<file path="config.mk">
export PLATFORM = sky130hd
export DESIGN_NAME = one_wire_temperature_poller
export DESIGN_NICKNAME = d
export VERILOG_FILES = /design/src/rtl/core/owtp_pkg.sv /design/src/rtl/core/owtp_cfg_regs.sv /design/src/rtl/core/owtp_step.sv /design/src/rtl/core/owtp_out_buf.sv /design/src/rtl/core/one_wire_temperature_poller.sv
export SDC_FILE = /design/constraint.sdc
export NUM_CORES = 1
export LEC_CHECK = 0
export ABC_AREA = 0
export BUFFER_PORTS_ARGS = -buffer_cell sky130_fd_sc_hd__clkbuf_2
export CORE_UTILIZATION = 42
export CTS_CLUSTER_DIAMETER = 30
export DETAILED_ROUTE_END_ITERATION = 12
export PLACE_DENSITY = 0.71
export SKIP_CTS_REPAIR_TIMING = 1
export SLEW_MARGIN = 20
export SYNTH_ARGS = -nofsm -noshare
export SYNTH_HDL_FRONTEND = slang
export SYNTH_SLANG_ARGS = --single-unit
</file>
<file path="constraint.sdc">
create_clock -name clk -period 15.1 [get_ports clk]
set_input_delay 0.755 -clock clk [delete_from_list [all_inputs] [get_ports clk]]
set_output_delay 0.755 -clock clk [all_outputs]
set_load 0.03 [all_outputs]
</file>
<file path="src/rtl/core/owtp_pkg.sv">
`default_nettype none
// ----------------------------------------------------------------------------
// owtp_pkg: shared types and constants of the one-wire temperature poller
// Bus timing in microsecond ticks, bus phases, register codes and the
// payload structs passed between the poller's modules.
// ----------------------------------------------------------------------------
package owtp_pkg;

    // Widths of the timing counter and the data paths.
    localparam int TIMER_W   = 20;
    localparam int CODE_W    = 8;
    localparam int READING_W = 16;
    localparam int CFG_IDX_W = 2;
    localparam int CFG_DATA_W = 20;

    // Default number of bits clocked in from the scratchpad.
    localparam int READ_BITS_DEFAULT = 16;

    // Bus timing, all in one-microsecond ticks.
    localparam logic [TIMER_W-1:0] RESET_LOW_TICKS      = TIMER_W'(480);
    localparam logic [TIMER_W-1:0] RESET_REL_TICKS      = TIMER_W'(480);
    localparam logic [TIMER_W-1:0] PRESENCE_SAMPLE_TICK = TIMER_W'(70);
    localparam logic [TIMER_W-1:0] WRITE_ONE_LOW        = TIMER_W'(10);
    localparam logic [TIMER_W-1:0] WRITE_ZERO_LOW       = TIMER_W'(55);
    localparam logic [TIMER_W-1:0] WRITE_SLOT_TICKS     = TIMER_W'(62);
    localparam logic [TIMER_W-1:0] READ_LOW_TICKS       = TIMER_W'(2);
    localparam logic [TIMER_W-1:0] READ_SAMPLE_TICK     = TIMER_W'(12);
    localparam logic [TIMER_W-1:0] READ_SLOT_TICKS      = TIMER_W'(64);
    localparam int                 BYTE_BITS            = 8;

    // Register reset values.
    localparam logic [TIMER_W-1:0] DEFAULT_WAIT_TICKS = TIMER_W'(750 * 1000);
    localparam logic [CODE_W-1:0]  DEFAULT_SKIP_ROM   = 8'hCC;
    localparam logic [CODE_W-1:0]  DEFAULT_CONVERT    = 8'h44;
    localparam logic [CODE_W-1:0]  DEFAULT_READ_SP    = 8'hBE;

    // Register indexes on the configuration port.
    typedef enum logic [CFG_IDX_W-1:0] {
        CFG_CONV_WAIT = 2'd0,
        CFG_SKIP_ROM  = 2'd1,
        CFG_CONVERT   = 2'd2,
        CFG_READ_SP   = 2'd3
    } cfg_idx_t;

    // Bus sequencer phases.
    typedef enum logic [3:0] {
        PH_IDLE,
        PH_RST1_LOW,
        PH_RST1_REL,
        PH_WR_SKIP1,
        PH_WR_CONV,
        PH_CONV_WAIT,
        PH_RST2_LOW,
        PH_RST2_REL,
        PH_WR_SKIP2,
        PH_WR_READ,
        PH_READ
    } phase_t;

    // Current register contents.
    typedef struct packed {
        logic [TIMER_W-1:0] conv_wait;
        logic [CODE_W-1:0]  skip_rom;
        logic [CODE_W-1:0]  convert;
        logic [CODE_W-1:0]  read_sp;
    } cfg_t;

    // One result item.
    typedef struct packed {
        logic                        pull_low;
        logic signed [READING_W-1:0] temperature;
        logic                        done;
        logic                        missing;
        logic                        busy;
    } result_t;

endpackage : owtp_pkg
`default_nettype wire

</file>
<file path="src/rtl/core/owtp_cfg_regs.sv">
`default_nettype none
// ----------------------------------------------------------------------------
// owtp_cfg_regs: configuration registers
// Holds the conversion wait and the three command bytes, written through
// a valid/ready port that is always ready.
// ----------------------------------------------------------------------------
module owtp_cfg_regs
    import owtp_pkg::*;
(
    input  wire logic                  clk,
    input  wire logic                  rst_n,
    input  wire logic                  cfg_valid,
    output logic                       cfg_ready,
    input  wire logic [CFG_IDX_W-1:0]  cfg_index,
    input  wire logic [CFG_DATA_W-1:0] cfg_data,
    output cfg_t                       cfg
);

    cfg_t cfg_reg;
    cfg_t cfg_next;

    assign cfg_ready = 1'b1;
    assign cfg       = cfg_reg;

    // Decode the register index of a write.
    always_comb
    begin
        cfg_next = cfg_reg;
        if (cfg_valid)
        begin
            case (cfg_idx_t'(cfg_index))
                CFG_CONV_WAIT: cfg_next.conv_wait = cfg_data[TIMER_W-1:0];
                CFG_SKIP_ROM:  cfg_next.skip_rom  = cfg_data[CODE_W-1:0];
                CFG_CONVERT:   cfg_next.convert   = cfg_data[CODE_W-1:0];
                CFG_READ_SP:   cfg_next.read_sp   = cfg_data[CODE_W-1:0];
                default:       cfg_next = cfg_reg;
            endcase
        end
    end

    always_ff @(posedge clk or negedge rst_n)
    begin
        if (!rst_n)
        begin
            cfg_reg.conv_wait <= DEFAULT_WAIT_TICKS;
            cfg_reg.skip_rom  <= DEFAULT_SKIP_ROM;
            cfg_reg.convert   <= DEFAULT_CONVERT;
            cfg_reg.read_sp   <= DEFAULT_READ_SP;
        end
        else
        begin
            cfg_reg <= cfg_next;
        end
    end

endmodule : owtp_cfg_regs
`default_nettype wire

</file>
<file path="src/rtl/core/owtp_step.sv">
`default_nettype none
// ----------------------------------------------------------------------------
// owtp_step: one-wire bus sequencer
// Advances the bus state by one microsecond tick per accepted item and
// forms that tick's result in the same cycle.
// ----------------------------------------------------------------------------
module owtp_step
    import owtp_pkg::*;
#(
    parameter int READ_BITS = READ_BITS_DEFAULT
)
(
    input  wire logic clk,
    input  wire logic rst_n,
    input  wire logic advance,
    input  wire logic start_req,
    input  wire logic bus_level,
    input  cfg_t      cfg,
    output result_t   result
);

    localparam int BC_W = $clog2(READ_BITS + 1);

    phase_t                 phase_reg, phase_next, phase_eff;
    logic [TIMER_W-1:0]     timer_reg, timer_next, timer_eff, timer_inc;
    logic [BC_W-1:0]        bit_count_reg, bit_count_next, bit_count_inc;
    logic [READING_W-1:0]   shift_reg, shift_next, shift_sampled;
    logic [READING_W-1:0]   stored_reg, stored_next;
    logic                   presence_reg, presence_next, presence_cur;
    logic                   pull_low, done, missing;

    // Phase and timer after a start request or the end of the conversion wait.
    always_comb
    begin
        phase_eff = phase_reg;
        timer_eff = timer_reg;
        if (phase_reg == PH_IDLE && start_req)
        begin
            phase_eff = PH_RST1_LOW;
            timer_eff = '0;
        end
        if (phase_reg == PH_CONV_WAIT && timer_reg >= cfg.conv_wait)
        begin
            phase_eff = PH_RST2_LOW;
            timer_eff = '0;
        end
    end

    // Helpers shared by the next-state and output logic.
    always_comb
    begin
        timer_inc     = timer_eff + TIMER_W'(1);
        bit_count_inc = bit_count_reg + BC_W'(1);
        presence_cur  = (timer_eff == PRESENCE_SAMPLE_TICK) ? !bus_level : presence_reg;
        shift_sampled = shift_reg;
        if (timer_eff == READ_SAMPLE_TICK && bus_level
            && bit_count_reg < BC_W'(READING_W))
        begin
            shift_sampled[bit_count_reg[$clog2(READING_W)-1:0]] = 1'b1;
        end
    end

    // Next state.
    always_comb
    begin
        phase_next     = phase_eff;
        timer_next     = timer_eff;
        bit_count_next = bit_count_reg;
        shift_next     = shift_reg;
        stored_next    = stored_reg;
        presence_next  = presence_reg;
        case (phase_eff)
            PH_IDLE:
            begin
                phase_next = PH_IDLE;
            end
            PH_RST1_LOW, PH_RST2_LOW:
            begin
                timer_next = timer_inc;
                if (timer_inc >= RESET_LOW_TICKS)
                begin
                    phase_next    = (phase_eff == PH_RST1_LOW) ? PH_RST1_REL : PH_RST2_REL;
                    timer_next    = '0;
                    presence_next = 1'b0;
                end
            end
            PH_RST1_REL, PH_RST2_REL:
            begin
                presence_next = presence_cur;
                timer_next    = timer_inc;
                if (timer_inc >= RESET_REL_TICKS)
                begin
                    timer_next     = '0;
                    bit_count_next = '0;
                    if (!presence_cur)
                    begin
                        phase_next = PH_IDLE;
                    end
                    else
                    begin
                        phase_next = (phase_eff == PH_RST1_REL) ? PH_WR_SKIP1 : PH_WR_SKIP2;
                        shift_next = READING_W'(cfg.skip_rom);
                    end
                end
            end
            PH_WR_SKIP1, PH_WR_CONV, PH_WR_SKIP2, PH_WR_READ:
            begin
                timer_next = timer_inc;
                if (timer_inc >= WRITE_SLOT_TICKS)
                begin
                    timer_next     = '0;
                    shift_next     = shift_reg >> 1;
                    bit_count_next = bit_count_inc;
                    if (bit_count_inc >= BC_W'(BYTE_BITS))
                    begin
                        bit_count_next = '0;
                        case (phase_eff)
                            PH_WR_SKIP1:
                            begin
                                phase_next = PH_WR_CONV;
                                shift_next = READING_W'(cfg.convert);
                            end
                            PH_WR_CONV:
                            begin
                                phase_next = PH_CONV_WAIT;
                            end
                            PH_WR_SKIP2:
                            begin
                                phase_next = PH_WR_READ;
                                shift_next = READING_W'(cfg.read_sp);
                            end
                            default:
                            begin
                                phase_next = PH_READ;
                                shift_next = '0;
                            end
                        endcase
                    end
                end
            end
            PH_CONV_WAIT:
            begin
                timer_next = timer_inc;
            end
            PH_READ:
            begin
                shift_next = shift_sampled;
                timer_next = timer_inc;
                if (timer_inc >= READ_SLOT_TICKS)
                begin
                    timer_next     = '0;
                    bit_count_next = bit_count_inc;
                    if (bit_count_inc >= BC_W'(READ_BITS))
                    begin
                        stored_next    = shift_sampled;
                        phase_next     = PH_IDLE;
                        bit_count_next = '0;
                    end
                end
            end
            default:
            begin
                phase_next = PH_IDLE;
            end
        endcase
    end

    // Outputs of this tick.
    always_comb
    begin
        pull_low = 1'b0;
        done     = 1'b0;
        missing  = 1'b0;
        case (phase_eff)
            PH_RST1_LOW, PH_RST2_LOW:
            begin
                pull_low = 1'b1;
            end
            PH_RST1_REL, PH_RST2_REL:
            begin
                missing = (timer_inc >= RESET_REL_TICKS) && !presence_cur;
            end
            PH_WR_SKIP1, PH_WR_CONV, PH_WR_SKIP2, PH_WR_READ:
            begin
                pull_low = timer_eff < (shift_reg[0] ? WRITE_ONE_LOW : WRITE_ZERO_LOW);
            end
            PH_READ:
            begin
                pull_low = timer_eff < READ_LOW_TICKS;
                done     = (timer_inc >= READ_SLOT_TICKS)
                           && (bit_count_inc >= BC_W'(READ_BITS));
            end
            default:
            begin
                pull_low = 1'b0;
            end
        endcase
    end

    assign result.pull_low    = pull_low;
    assign result.temperature = $signed(stored_next);
    assign result.done        = done;
    assign result.missing     = missing;
    assign result.busy        = (phase_eff != PH_IDLE);

    // State registers advance once per accepted tick.
    always_ff @(posedge clk or negedge rst_n)
    begin
        if (!rst_n)
        begin
            phase_reg     <= PH_IDLE;
            timer_reg     <= '0;
            bit_count_reg <= '0;
            shift_reg     <= '0;
            stored_reg    <= '0;
            presence_reg  <= 1'b0;
        end
        else if (advance)
        begin
            phase_reg     <= phase_next;
            timer_reg     <= timer_next;
            bit_count_reg <= bit_count_next;
            shift_reg     <= shift_next;
            stored_reg    <= stored_next;
            presence_reg  <= presence_next;
        end
    end

endmodule : owtp_step
`default_nettype wire

</file>
<file path="src/rtl/core/owtp_out_buf.sv">
`default_nettype none
// ----------------------------------------------------------------------------
// owtp_out_buf: result register with skid stage
// Holds result items for the output channel so that a new item can be
// taken while an earlier result still waits.
// ----------------------------------------------------------------------------
module owtp_out_buf
    import owtp_pkg::*;
(
    input  wire logic clk,
    input  wire logic rst_n,
    input  wire logic push,
    input  result_t   push_data,
    output logic      can_push,
    output logic      out_valid,
    input  wire logic out_ready,
    output result_t   out_data
);

    logic    main_valid_reg;
    logic    skid_valid_reg;
    result_t main_reg;
    result_t skid_reg;

    assign can_push  = !skid_valid_reg;
    assign out_valid = main_valid_reg;
    assign out_data  = main_reg;

    // Valid flags of the two stages.
    always_ff @(posedge clk or negedge rst_n)
    begin
        if (!rst_n)
        begin
            main_valid_reg <= 1'b0;
            skid_valid_reg <= 1'b0;
        end
        else if (out_ready || !main_valid_reg)
        begin
            main_valid_reg <= skid_valid_reg || push;
            skid_valid_reg <= 1'b0;
        end
        else if (push)
        begin
            skid_valid_reg <= 1'b1;
        end
    end

    // Payload of the two stages.
    always_ff @(posedge clk)
    begin
        if (out_ready || !main_valid_reg)
        begin
            main_reg <= skid_valid_reg ? skid_reg : push_data;
        end
        else if (push)
        begin
            skid_reg <= push_data;
        end
    end

endmodule : owtp_out_buf
`default_nettype wire

</file>
<file path="src/rtl/core/one_wire_temperature_poller.sv">
`default_nettype none
// ----------------------------------------------------------------------------
// one_wire_temperature_poller: one-wire bus master polling one temperature
// sensor, one input item per microsecond tick of bus time.
// Output: the result of an item is formed combinationally and registered
//   in the output register, or in the skid stage while the output stalls.
// Throughput: one item per cycle while the skid stage is empty; the output
//   skid stage keeps input ready while one result waits.
// Reset: asynchronous, active low; the sequencer goes idle, the reading
//   clears and the registers take their default values.
// ----------------------------------------------------------------------------
module one_wire_temperature_poller
    import owtp_pkg::*;
#(
    parameter int READ_BITS = READ_BITS_DEFAULT
)
(
    input  wire logic                  clk,
    input  wire logic                  rst_n,
    // Configuration write port.
    input  wire logic                  cfg_valid,
    output logic                       cfg_ready,
    input  wire logic [CFG_IDX_W-1:0]  cfg_index,
    input  wire logic [CFG_DATA_W-1:0] cfg_data,
    // Tick items.
    input  wire logic                  in_valid,
    output logic                       in_ready,
    input  wire logic                  start_req,
    input  wire logic                  bus_level,
    // Result items.
    output logic                       out_valid,
    input  wire logic                  out_ready,
    output logic                       bus_pull_low,
    output logic signed [READING_W-1:0] temperature_raw,
    output logic                       reading_done,
    output logic                       sensor_missing,
    output logic                       busy_res
);

    cfg_t    cfg;
    result_t step_result;
    result_t out_data;
    logic    can_push;
    logic    accept;

    assign in_ready = can_push;
    assign accept   = in_valid && can_push;

    // Configuration registers.
    owtp_cfg_regs u_cfg_regs (
        .clk       (clk),
        .rst_n     (rst_n),
        .cfg_valid (cfg_valid),
        .cfg_ready (cfg_ready),
        .cfg_index (cfg_index),
        .cfg_data  (cfg_data),
        .cfg       (cfg)
    );

    // Bus sequencer.
    owtp_step #(
        .READ_BITS (READ_BITS)
    ) u_step (
        .clk       (clk),
        .rst_n     (rst_n),
        .advance   (accept),
        .start_req (start_req),
        .bus_level (bus_level),
        .cfg       (cfg),
        .result    (step_result)
    );

    // Result register and skid stage.
    owtp_out_buf u_out_buf (
        .clk       (clk),
        .rst_n     (rst_n),
        .push      (accept),
        .push_data (step_result),
        .can_push  (can_push),
        .out_valid (out_valid),
        .out_ready (out_ready),
        .out_data  (out_data)
    );

    assign bus_pull_low    = out_data.pull_low;
    assign temperature_raw = out_data.temperature;
    assign reading_done    = out_data.done;
    assign sensor_missing  = out_data.missing;
    assign busy_res        = out_data.busy;

endmodule : one_wire_temperature_poller
`default_nettype wire

</file>
* Word level (Yosys, flattened, before mapping) *
Index checks and enable logic that the tools add are counted.

cells by class
  add/sub/neg operators = 2
  $lt $le $gt $ge = 11
  equality and inequality tests = 21
  multiplexer cells = 47
  bitwise logic cells = 2
  reduce and logical (&&, ||, !) cells = 32

operator list
  kind                                                                            number
  16-bit two-way mux                                                              8
  20-bit two-way mux                                                              6
  20-bit case mux with 4 select lines                                             1
  16-bit case mux with 3 select lines                                             1
  15-bit case mux with 3 select lines                                             1
  4-bit two-way mux                                                               10
  5-bit two-way mux                                                               5
  20-bit by 1-bit adder with 20-bit output (second input constant)                1
  20-bit by 4-bit equality test with 1-bit output (second input constant)         1
  20-bit by 7-bit equality test with 1-bit output (second input constant)         1
  4-bit by 3-bit equality test with 1-bit output (second input constant)          5
  20-bit >= comparator                                                            1
  20-bit by 6-bit >= comparator with 1-bit output (second input constant)         1
  20-bit by 7-bit >= comparator with 1-bit output (second input constant)         1
  20-bit by 9-bit >= comparator with 1-bit output (second input constant)         1
  20-bit by 2-bit less-than comparator with 1-bit output (second input constant)  1
  20-bit less-than comparator                                                     1
  4-bit case mux with 5 select lines                                              1
  16-bit OR                                                                       1
  5-bit case mux with 3 select lines                                              1
  4-bit equality test (second input constant)                                     3
  4-bit case mux with 3 select lines                                              1
  2-bit by 1-bit != test with 1-bit output (second input constant)                5
  2-bit AND reduction                                                             5
  other kinds (29)                                                                52

storage, ports and cells
  bits in registers = 148
  bits of input ports = 29

* Logic depth before layout (Yosys ltp) *
Gate-level depths: netlist (run 1).

  depth after elaboration = 12
  mapped depth = 24
  gate-level depth less buffers = 20

* Cells and area by module *
Synthesis (run 1) repeated with hierarchy kept, for this count alone.

unflattened totals
  cell total of the unflattened synthesis = 813
  area, all modules = 8461.9 um^2

modules (own cells, without submodules)
  module                       times used  cells each  area an instance (um^2)  seq. area each (um^2)
  owtp_step                    1           645         5218.8                   1551.5
  owtp_cfg_regs                1           96          1709.1                   1128.6
  owtp_out_buf                 1           71          1527.7                   1251.2
  one_wire_temperature_poller  1           1           6.3                      0.0

* Worst setup path before layout (run 1) *
Ideal clock, no wire load.

  path type = flip-flop to flip-flop
  start point = register u_step.timer_reg[0]
  end point = register u_step.shift_reg[5]
  setup time = 134 ps
  arrival time = 5202 ps
  setup slack = 9764 ps
  cell stages (with the launch flop) = 25
  buffers on the path = 4
  period minus slack after synthesis = 5336 ps
  cell sequence = dfrtp_1 inv_1 ha_1 nand2b_1 a2111oi_0 or4b_1 nand3_1 o31ai_1 clkbuf_1 nand2_1 inv_1 ha_1 nand3_1 or2_2 clkbuf_1 nor2_1 nand4b_1 o32ai_2 mux2i_4 o21ai_4 a221oi_4 and2_1 buf_2 buf_6 a21oi_1

between the ends
  longest elaborated chain between the ends = 8
  elaborated cells on any way between the ends = 32

ends and longest elaborated chain
  item                                                                          RTL line          text
  from (decl)                                                                   owtp_step.sv:25   logic [TIMER_W-1:0] timer_reg, timer_next, timer_eff, timer_inc;
  from (signal assigned)                                                        owtp_step.sv:221  timer_reg <= timer_next;
  parallel branches: the longest is 8 deep, another holds 20-bit >= comparator  -
  to (signal assigned)                                                          owtp_step.sv:223  shift_reg <= shift_next;
  to (decl)                                                                     owtp_step.sv:27   logic [READING_W-1:0] shift_reg, shift_next, shift_sampled;

Several ways; the timed one is not identified. The select of a mux whose other input is x is not followed.
A chain may end at the register's enable or synchronous reset.

* Final worst setup path (run 1) *
  start point = register u_step.timer_reg[0]
  end point = register u_step.stored_reg[11]

between the ends
  longest elaborated chain between the ends = 10
  elaborated cells on any way between the ends = 15

ends and longest elaborated chain
  item                                                                          RTL line          text
  parallel branches: the longest is 9 deep, another holds 20-bit >= comparator  -
  16-bit two-way mux *                                                          owtp_step.sv:72   case (phase_eff)
  to (signal assigned)                                                          owtp_step.sv:224  stored_reg <= stored_next;
  to (decl)                                                                     owtp_step.sv:28   logic [READING_W-1:0] stored_reg, stored_next;

Mark *: on every way between the ends.

==> metrics.csv, run 1 <==
metric,value,unit
outcome,completed,
routed_wirelength,21.2,mm
criticalPathCategory,reg2reg,
ys_ff_latch,148,
yosys.area_share.xor_xnor,0.00715,
grt_max_degree,78,
gr-total-overflow,0,
clock_sinks,148,
die_area,21000,um^2
synth_compound_area_frac,0.210,
routed.top_layer,met4,
skew,0.0116,ns
yosys.area_share.simple,0.173,
timing.rr.start,u_step.timer_reg[0],
tns,0,ns
finalSetupViolCount,0,
syn_inst,888,
power_frac_clock,0.265,
min_period_over_period,0.417,
drtIter0Drc,605,
ant_nets,0,
cts-root-buf,clkbuf_16,
start_kind,register,
critPathRequiredTime,15.41,ns
async_flop_share,0.730,
reg2reg_slack,8.80,ns
grt_pass1_vias,6784,
clk_latency,0.42,ns
tightest_slew,1.11,ns
cp_data_arrival_time,6.61,ns
rows,51,
tritoncts,done,
worstPathMaxFanout,35,
final_cell_mix,"nand2_1 (132), dfrtp_1 (86), o21ai_0 (74)",
grt_first_pass_wirelength,34.9,mm
met1_length,9.16,mm
power_frac_seq,0.363,
firstDrtPassIters,5,
io_pins,52,
p_per_area,157,nW/um^2
peakVddDrop,108,uV
synth_top_family_by_area,compound AO/OA/AOI/OAI gates,
hold_slack,0.272,ns
yosys-mux-area-fraction,0.0665,
p_int,0.894,mW
synth_fa_ha_area_frac,0.0438,
antenna_found_initial,0,
place_congestion,0.919,
cts_made_buffers,17,
htreeDepth,4,
drc,0,
final_common_cell,nand2_1,
syn_avg_cell_area,9.66,um^2
port_buffers,50,
worst_setup_hold_path_clk_slew,0.07,ns
core_area,19700,um^2
power.net_switching,0.613,mW
synth_seq_area_share,0.458,
drive_gt1_frac,0.208,
die_h,145,um
r2r-end,u_step.stored_reg[11],
yosysUniqueCellTypes,78,
synth_edf_count,40,
antenna_cells_inserted,0,
p_sw_frac,0.407,
fmaxAchievable,159,MHz
synth-main-ff-cell,dfrtp_1,
drv_slew,0,
min_period,6.30,ns
die_w,145,um
dp_hpwl,14.9,mm
reg2reg_depth,21,
gr-usage-all-layers,0.207,
fin_nets,980,
final_core_util,0.486,
syn-cell-area,8580,um^2
p_comb_frac,0.372,
cp_num_buf_inv,4,
rsz0062_at_grt,no,
cap_violations,0,
slowest_stage,nand2b_1,
p_leak,4.00,nW
nFillCells,1805,
hold_violations,0,
largest_register_ffs,44,
max_stage_delay,0.83,ns
syn_to_final_growth,11.7,%
drt-vias-per-instance,5.90,
routed-wl-met2,10.5,mm
yosysWarnings,0,
dr_total_vias,7069,
end_kind,register,
dp.cells,1167,
relSlewSlack,0.256,
cp_top_family,simple AND/OR/NAND/NOR gates,
initial_core_util,0.435,
clock_path_buffers,2,
synth_fp_nets,947,
met3_length,969,um
path_cells,inv_1 -> ha_1 -> nand2b_1 -> a2111oi_0 -> or4b_1 -> nand3_1 -> o31ai_1 -> buf_4 -> nand2_1 -> inv_1 -> ha_1 -> nand3_1 -> nor2_1 -> a32oi_1 -> nor4b_1 -> mux2i_4 -> o311ai_4 -> buf_4 -> nand2b_1 -> nand2_1 -> o21ai_0,
fin_cells,1199,
hold_path.class,in2async,
wire_per_inst,17.7,um
==> layout make-up <==
| cell class | instances | area [um^2] | share of cell area |
|---|---|---|---|
| multi-input cells | 659 | 4300 | 0.449 |
| flip-flops and latches | 148 | 3930 | 0.410 |
| clock buffers | 18 | 429 | 0.0448 |
| clock inverters | 14 | 119 | 0.0124 |
| well taps | 265 | 332 | 0.0346 |
| repair buffers | 61 | 335 | 0.0350 |
| inverters | 34 | 128 | 0.0133 |
==> cell families (layout without fill, tap and decap cells) <==
family,after synthesis,in the layout
fa+ha+maj,30,30
other cells,1,1
buf+inv,81,127
flops,148,148
compound gates,265,265
mux,50,50
simple gates,306,306
xor+xnor,7,7
==> worst max path at each step <==
stage | start | depth (start not counted) | endpoint
2_1_floorplan | u_step.timer_reg[0] | 24 | u_step.shift_reg[5]
3_3_place_gp | u_step.timer_reg[0] | 20 | u_step.stored_reg[10]
3_5_place_dp | u_step.timer_reg[0] | 20 | u_step.stored_reg[11]
4_1_cts | u_step.timer_reg[0] | 21 | u_step.stored_reg[11]
5_1_grt | u_step.timer_reg[0] | 21 | u_step.stored_reg[11]
6_report | u_step.timer_reg[0] | 21 | u_step.stored_reg[11]
==> power groups by stage <==
stage               Combinational [mW]  Sequential [mW]  Clock (mW)
floorplan                        0.424            0.525           0
global placement                 0.541            0.550           0
detailed placement               0.549            0.552           0
CTS                              0.553            0.544       0.407
global route                     0.610            0.555       0.421
finish                           0.560            0.547       0.400
==> worst reg2reg max path, stage by stage (launching register included) <==
cell and delay [ns]:
dfrtp_1 0.43, inv_1 0.09, ha_1 0.27, nand2b_1 0.14
a2111oi_0 0.39, or4b_1 0.24, nand3_1 0.11, o31ai_1 0.26
buf_4 0.24, nand2_1 0.12, inv_1 0.08, ha_1 0.22
nand3_1 0.19, nor2_1 0.60, a32oi_1 0.24, nor4b_1 0.48
mux2i_4 0.22, o311ai_4 0.30, buf_4 0.41, nand2b_1 0.86
nand2_1 0.16, o21ai_0 0.13
==> Yosys cell counts, drive strengths merged, types with 9 or more instances <==
cell,n,area share
nand4,13,0.0095
edfxtp,40,0.14
mux2,46,0.060
ha,30,0.044
buf,16,0.012
nor3,13,0.0076
o21ai,99,0.064
dfrtp,86,0.25
and3,9,0.0066
o31ai,10,0.0088
nand3,24,0.015
nand2,132,0.058
inv,34,0.015
a21oi,58,0.034
nand2b,17,0.012
a22o,12,0.012
nor2,47,0.021
a31oi,20,0.018
dfstp,22,0.067
clkbuf,31,0.014
==> metal layers <==
layer	vias to the layer above	global-route usage
li1	3336	-
met1	3417	0.262
met2	266	0.351
met3	50	0.0349
met4	0	0.0846
met5	-	0
==> per-stage QoR <==
step / power [mW] / worst slack [ns] / instance area (um^2)
finish: 1.51 / 8.80 / 9580
global route: 1.59 / 8.24 / 9580
CTS: 1.50 / 8.89 / 9580
detailed placement: 1.10 / 8.96 / 9030
global placement: 1.09 / 9.11 / 9030
floorplan: 0.949 / 9.76 / 8580
Power figures use the tool's default switching activity.
==> run 2, diff against run 1 <==
--- a/config.mk
+++ b/config.mk
@@ -5,12 +5,12 @@
 export SDC_FILE = /design/constraint.sdc
 export NUM_CORES = 1
 export LEC_CHECK = 0
-export ABC_AREA = 0
+export ABC_AREA = 1
 export BUFFER_PORTS_ARGS = -buffer_cell sky130_fd_sc_hd__clkbuf_2
 export CORE_UTILIZATION = 42
 export CTS_CLUSTER_DIAMETER = 30
 export DETAILED_ROUTE_END_ITERATION = 12
-export PLACE_DENSITY = 0.71
+export PLACE_DENSITY = 0.7
 export SKIP_CTS_REPAIR_TIMING = 1
 export SLEW_MARGIN = 20
 export SYNTH_ARGS = -nofsm -noshare
==> constraint.sdc (replaced) <==
create_clock -name clk -period 6.3 [get_ports clk]
set_input_delay 0.315 -clock clk [delete_from_list [all_inputs] [get_ports clk]]
set_output_delay 0.315 -clock clk [all_outputs]
set_load 0.03 [all_outputs]
==> metrics.csv, run 2 <==
metric,value,unit,change
final_common_cell,nand2_1,,unchanged
rows,54,,was 51
gr-total-overflow,0,,unchanged
nFillCells,2142,,was 1805
worst_setup_hold_path_clk_slew,0.07,ns,about the same
drc,0,,unchanged
clk_latency,0.43,ns,was 0.42 ns
cts_made_buffers,17,,unchanged
syn-cell-area,9310,um^2,was 8580 um^2
die_w,151,um,was 145 um
finalSetupViolCount,0,,unchanged
wire_per_inst,15.6,um,was 17.7 um
min_period_over_period,0.761,,was 0.417
yosysWarnings,0,,unchanged
timing.rr.start,u_cfg_regs.cfg[43],,was u_step.timer_reg[0]
max_stage_delay,0.51,ns,was 0.83 ns
p_leak,4.96,nW,was 4.00 nW
firstDrtPassIters,7,,was 5
start_kind,register,,unchanged
cp_data_arrival_time,5.09,ns,was 6.61 ns
slowest_stage,dfstp_2,,was nand2b_1
fin_nets,1308,,was 980
cp_num_cells,25,,was 21
tns,0,ns,unchanged
drv_slew,0,,unchanged
die_h,151,um,was 145 um
placed_area,9690,um^2,was 9030 um^2
port_buffers,50,,unchanged
fin_cells,1542,,was 1199
peakVddDrop,185,uV,was 108 uV
drive_gt1_frac,0.162,,was 0.208
hold_violations,0,,unchanged
dp.cells,1509,,was 1167
fmaxAchievable,209,MHz,was 159 MHz
clock_sinks,148,,unchanged
reg2reg_slack,1.51,ns,was 8.80 ns
syn_avg_cell_area,7.64,um^2,was 9.66 um^2
tightest_slew,0.978,ns,was 1.11 ns
htreeDepth,4,,unchanged
stdcell_area,10300,um^2,was 9580 um^2
clock_path_buffers,2,,unchanged
outcome,completed,,unchanged
ys_ff_latch,148,,unchanged
synth-main-ff-cell,dfrtp_1,,unchanged
antenna_found_initial,0,,unchanged
grt_first_pass_wirelength,39.8,mm,was 34.9 mm
yosysUniqueCellTypes,50,,was 78
async_flop_share,0.730,,unchanged
critPathLaunch,u_cfg_regs.cfg[43],,was u_step.timer_reg[0]
hold_path.class,in2reg,,was in2async
end_kind,register,,unchanged
syn_to_final_growth,10.7,%,was 11.7%
p_per_area,405,nW/um^2,was 157 nW/um^2
yosys-top-cells-count,"nand2_1 (322), inv_1 (160), nor2_1 (110)",,"was nand2_1 (132), dfrtp_1 (86), o21ai_0 (74)"
synth_largest_area_cell,dfrtp_1,,unchanged
cap_violations,0,,unchanged
rsz0062_at_grt,no,,unchanged
critPathRequiredTime,6.60,ns,was 15.41 ns
dp_hpwl,17.6,mm,was 14.9 mm
reg2reg_depth,25,,was 21
io_pins,52,,unchanged
worstPathMaxFanout,32,,was 35
netlist_top_cells_area,"dfrtp_1 (23%), nand2_1 (13%), edfxtp_1 (13%), inv_1 (6.4%), dfstp_2 (6.2%)",,"was dfrtp_1 (25%), edfxtp_1 (14%), dfstp_2 (6.7%), mux2_2 (6.0%), nand2_1 (5.8%)"
drtIter0Drc,839,,was 605
core_area,21800,um^2,was 19700 um^2
grt_pass1_vias,7620,,was 6784
synth_edf_count,40,,unchanged
gr-usage-all-layers,0.226,,was 0.207
antenna_cells_inserted,0,,unchanged
cpMostUsedCell,nand2_1,,
crit_path_end,u_step.shift_reg[3],,was u_step.stored_reg[11]
largest_register_ffs,44,,unchanged
synth.most_common_cell,nand2_1,,unchanged
cts-root-buf,clkbuf_16,,unchanged
synth_seq_area_share,0.422,,was 0.458
place_congestion,0.935,,was 0.919
grt_max_degree,77,,was 78
syn_inst,1219,,was 888
ant_nets,0,,unchanged
routed_wirelength,24.1,mm,was 21.2 mm
initial_core_util,0.428,,was 0.435
synth_fp_nets,1278,,was 947
cp_top_family,simple AND/OR/NAND/NOR gates,,unchanged
criticalPathCategory,reg2reg,,unchanged
dr_total_vias,8228,,was 7069
cp_num_buf_inv,3,,was 4
die_area,22800,um^2,was 21000 um^2
yosysTopAreaCellShare,0.231,,was 0.251
skew,0.00877,ns,was 0.0116 ns
tritoncts,done,,unchanged
relSlewSlack,0.348,,was 0.256
r2r-end,u_step.shift_reg[3],,was u_step.stored_reg[11]
final_cell_mix,"nand2_1 (321), inv_1 (160), nor2_1 (110)",,"was nand2_1 (132), dfrtp_1 (86), o21ai_0 (74)"
drt-vias-per-instance,5.34,,was 5.90
min_period,4.79,ns,was 6.30 ns
[run 2: cell types whose count changed after synthesis, sizes merged, moves of 9 or more]
cell    before  now
a21oi       58   37
a22o        12    0
a31oi       20   10
inv         34  173
mux2        46    0
nand2      132  337
nand2b      17    0
nand3       24   87
nand4       13   37
nor2        47  129
nor3        13    2
o21ai       99  111
o31ai       10    1
[run 2: worst min path at each step]
stage | from | endpoint | slack [ns] | cells past startpoint
2_1_floorplan | rst_n | u_cfg_regs.cfg[0] | 0.02 | 0
3_3_place_gp | rst_n | u_step.stored_reg[15] | 0.31 | 1
3_5_place_dp | rst_n | u_step.stored_reg[15] | 0.30 | 1
4_1_cts | rst_n | u_step.stored_reg[15] | -0.16 | 1
5_1_grt | cfg_data[19] | u_cfg_regs.cfg[43] | 0.12 | 3
6_report | cfg_data[19] | u_cfg_regs.cfg[43] | 0.1 | 3
[run 2: metal layers]
metal | track usage | vias to the layer above | wire, um
met5 | 0 | - | 0
met4 | 0.0690 | 0 | 426
met3 | 0.0419 | 41 | 1890
met2 | 0.320 | 341 | 9990
met1 | 0.343 | 3768 | 11800
li1 | - | 4078 | -
[run 2: report_power, final]
group	total, mW	internal, mW	switching, mW
Clock	1.04	0.540	0.500
Combinational	1.72	0.500	1.22
Sequential	1.41	1.23	0.186
[run 2: cell type report]
class                           instances  area (um^2)  share of cell area
Clock buffer                           17          425              0.0413
Clock inverter                         15          180              0.0175
Inverter                              177          667              0.0647
Multi-Input combinational cell        849         4460               0.432
Sequential cell                       148         3930               0.381
Tap cell                              280          350              0.0340
Timing Repair Buffer                   56          300              0.0291
[run 2: per-stage QoR]
step           total power, mW  hold slack, ns  utilization  setup slack (ns)
2_1_floorplan             2.67          0.0194            -              2.37
3_3_place_gp              3.07           0.306        0.446              1.62
3_5_place_dp              3.10           0.304        0.446              1.60
4_1_cts                   4.15          -0.163        0.473              1.56
5_1_grt                   4.47           0.120        0.474              1.08
6_report                  4.18          0.0980        0.474              1.51
[run 2: cells by family (layout without fill, tap and decap cells)]
kind of cell    Yosys count  after routing  share of synthesized area
flops                   148            148                      0.422
xor+xnor                  6              6                    0.00645
buf+inv                 222            265                     0.0995
compound gates          211            211                      0.143
other cells               1              1                   0.000403
simple gates            601            601                      0.289
fa+ha+maj                30             30                     0.0403
[run 2: tightest hold or removal path, stage by stage]
cell and delay, ns:
clkbuf_2 0.08, nor2_1 0.09, a21oi_1 0.05
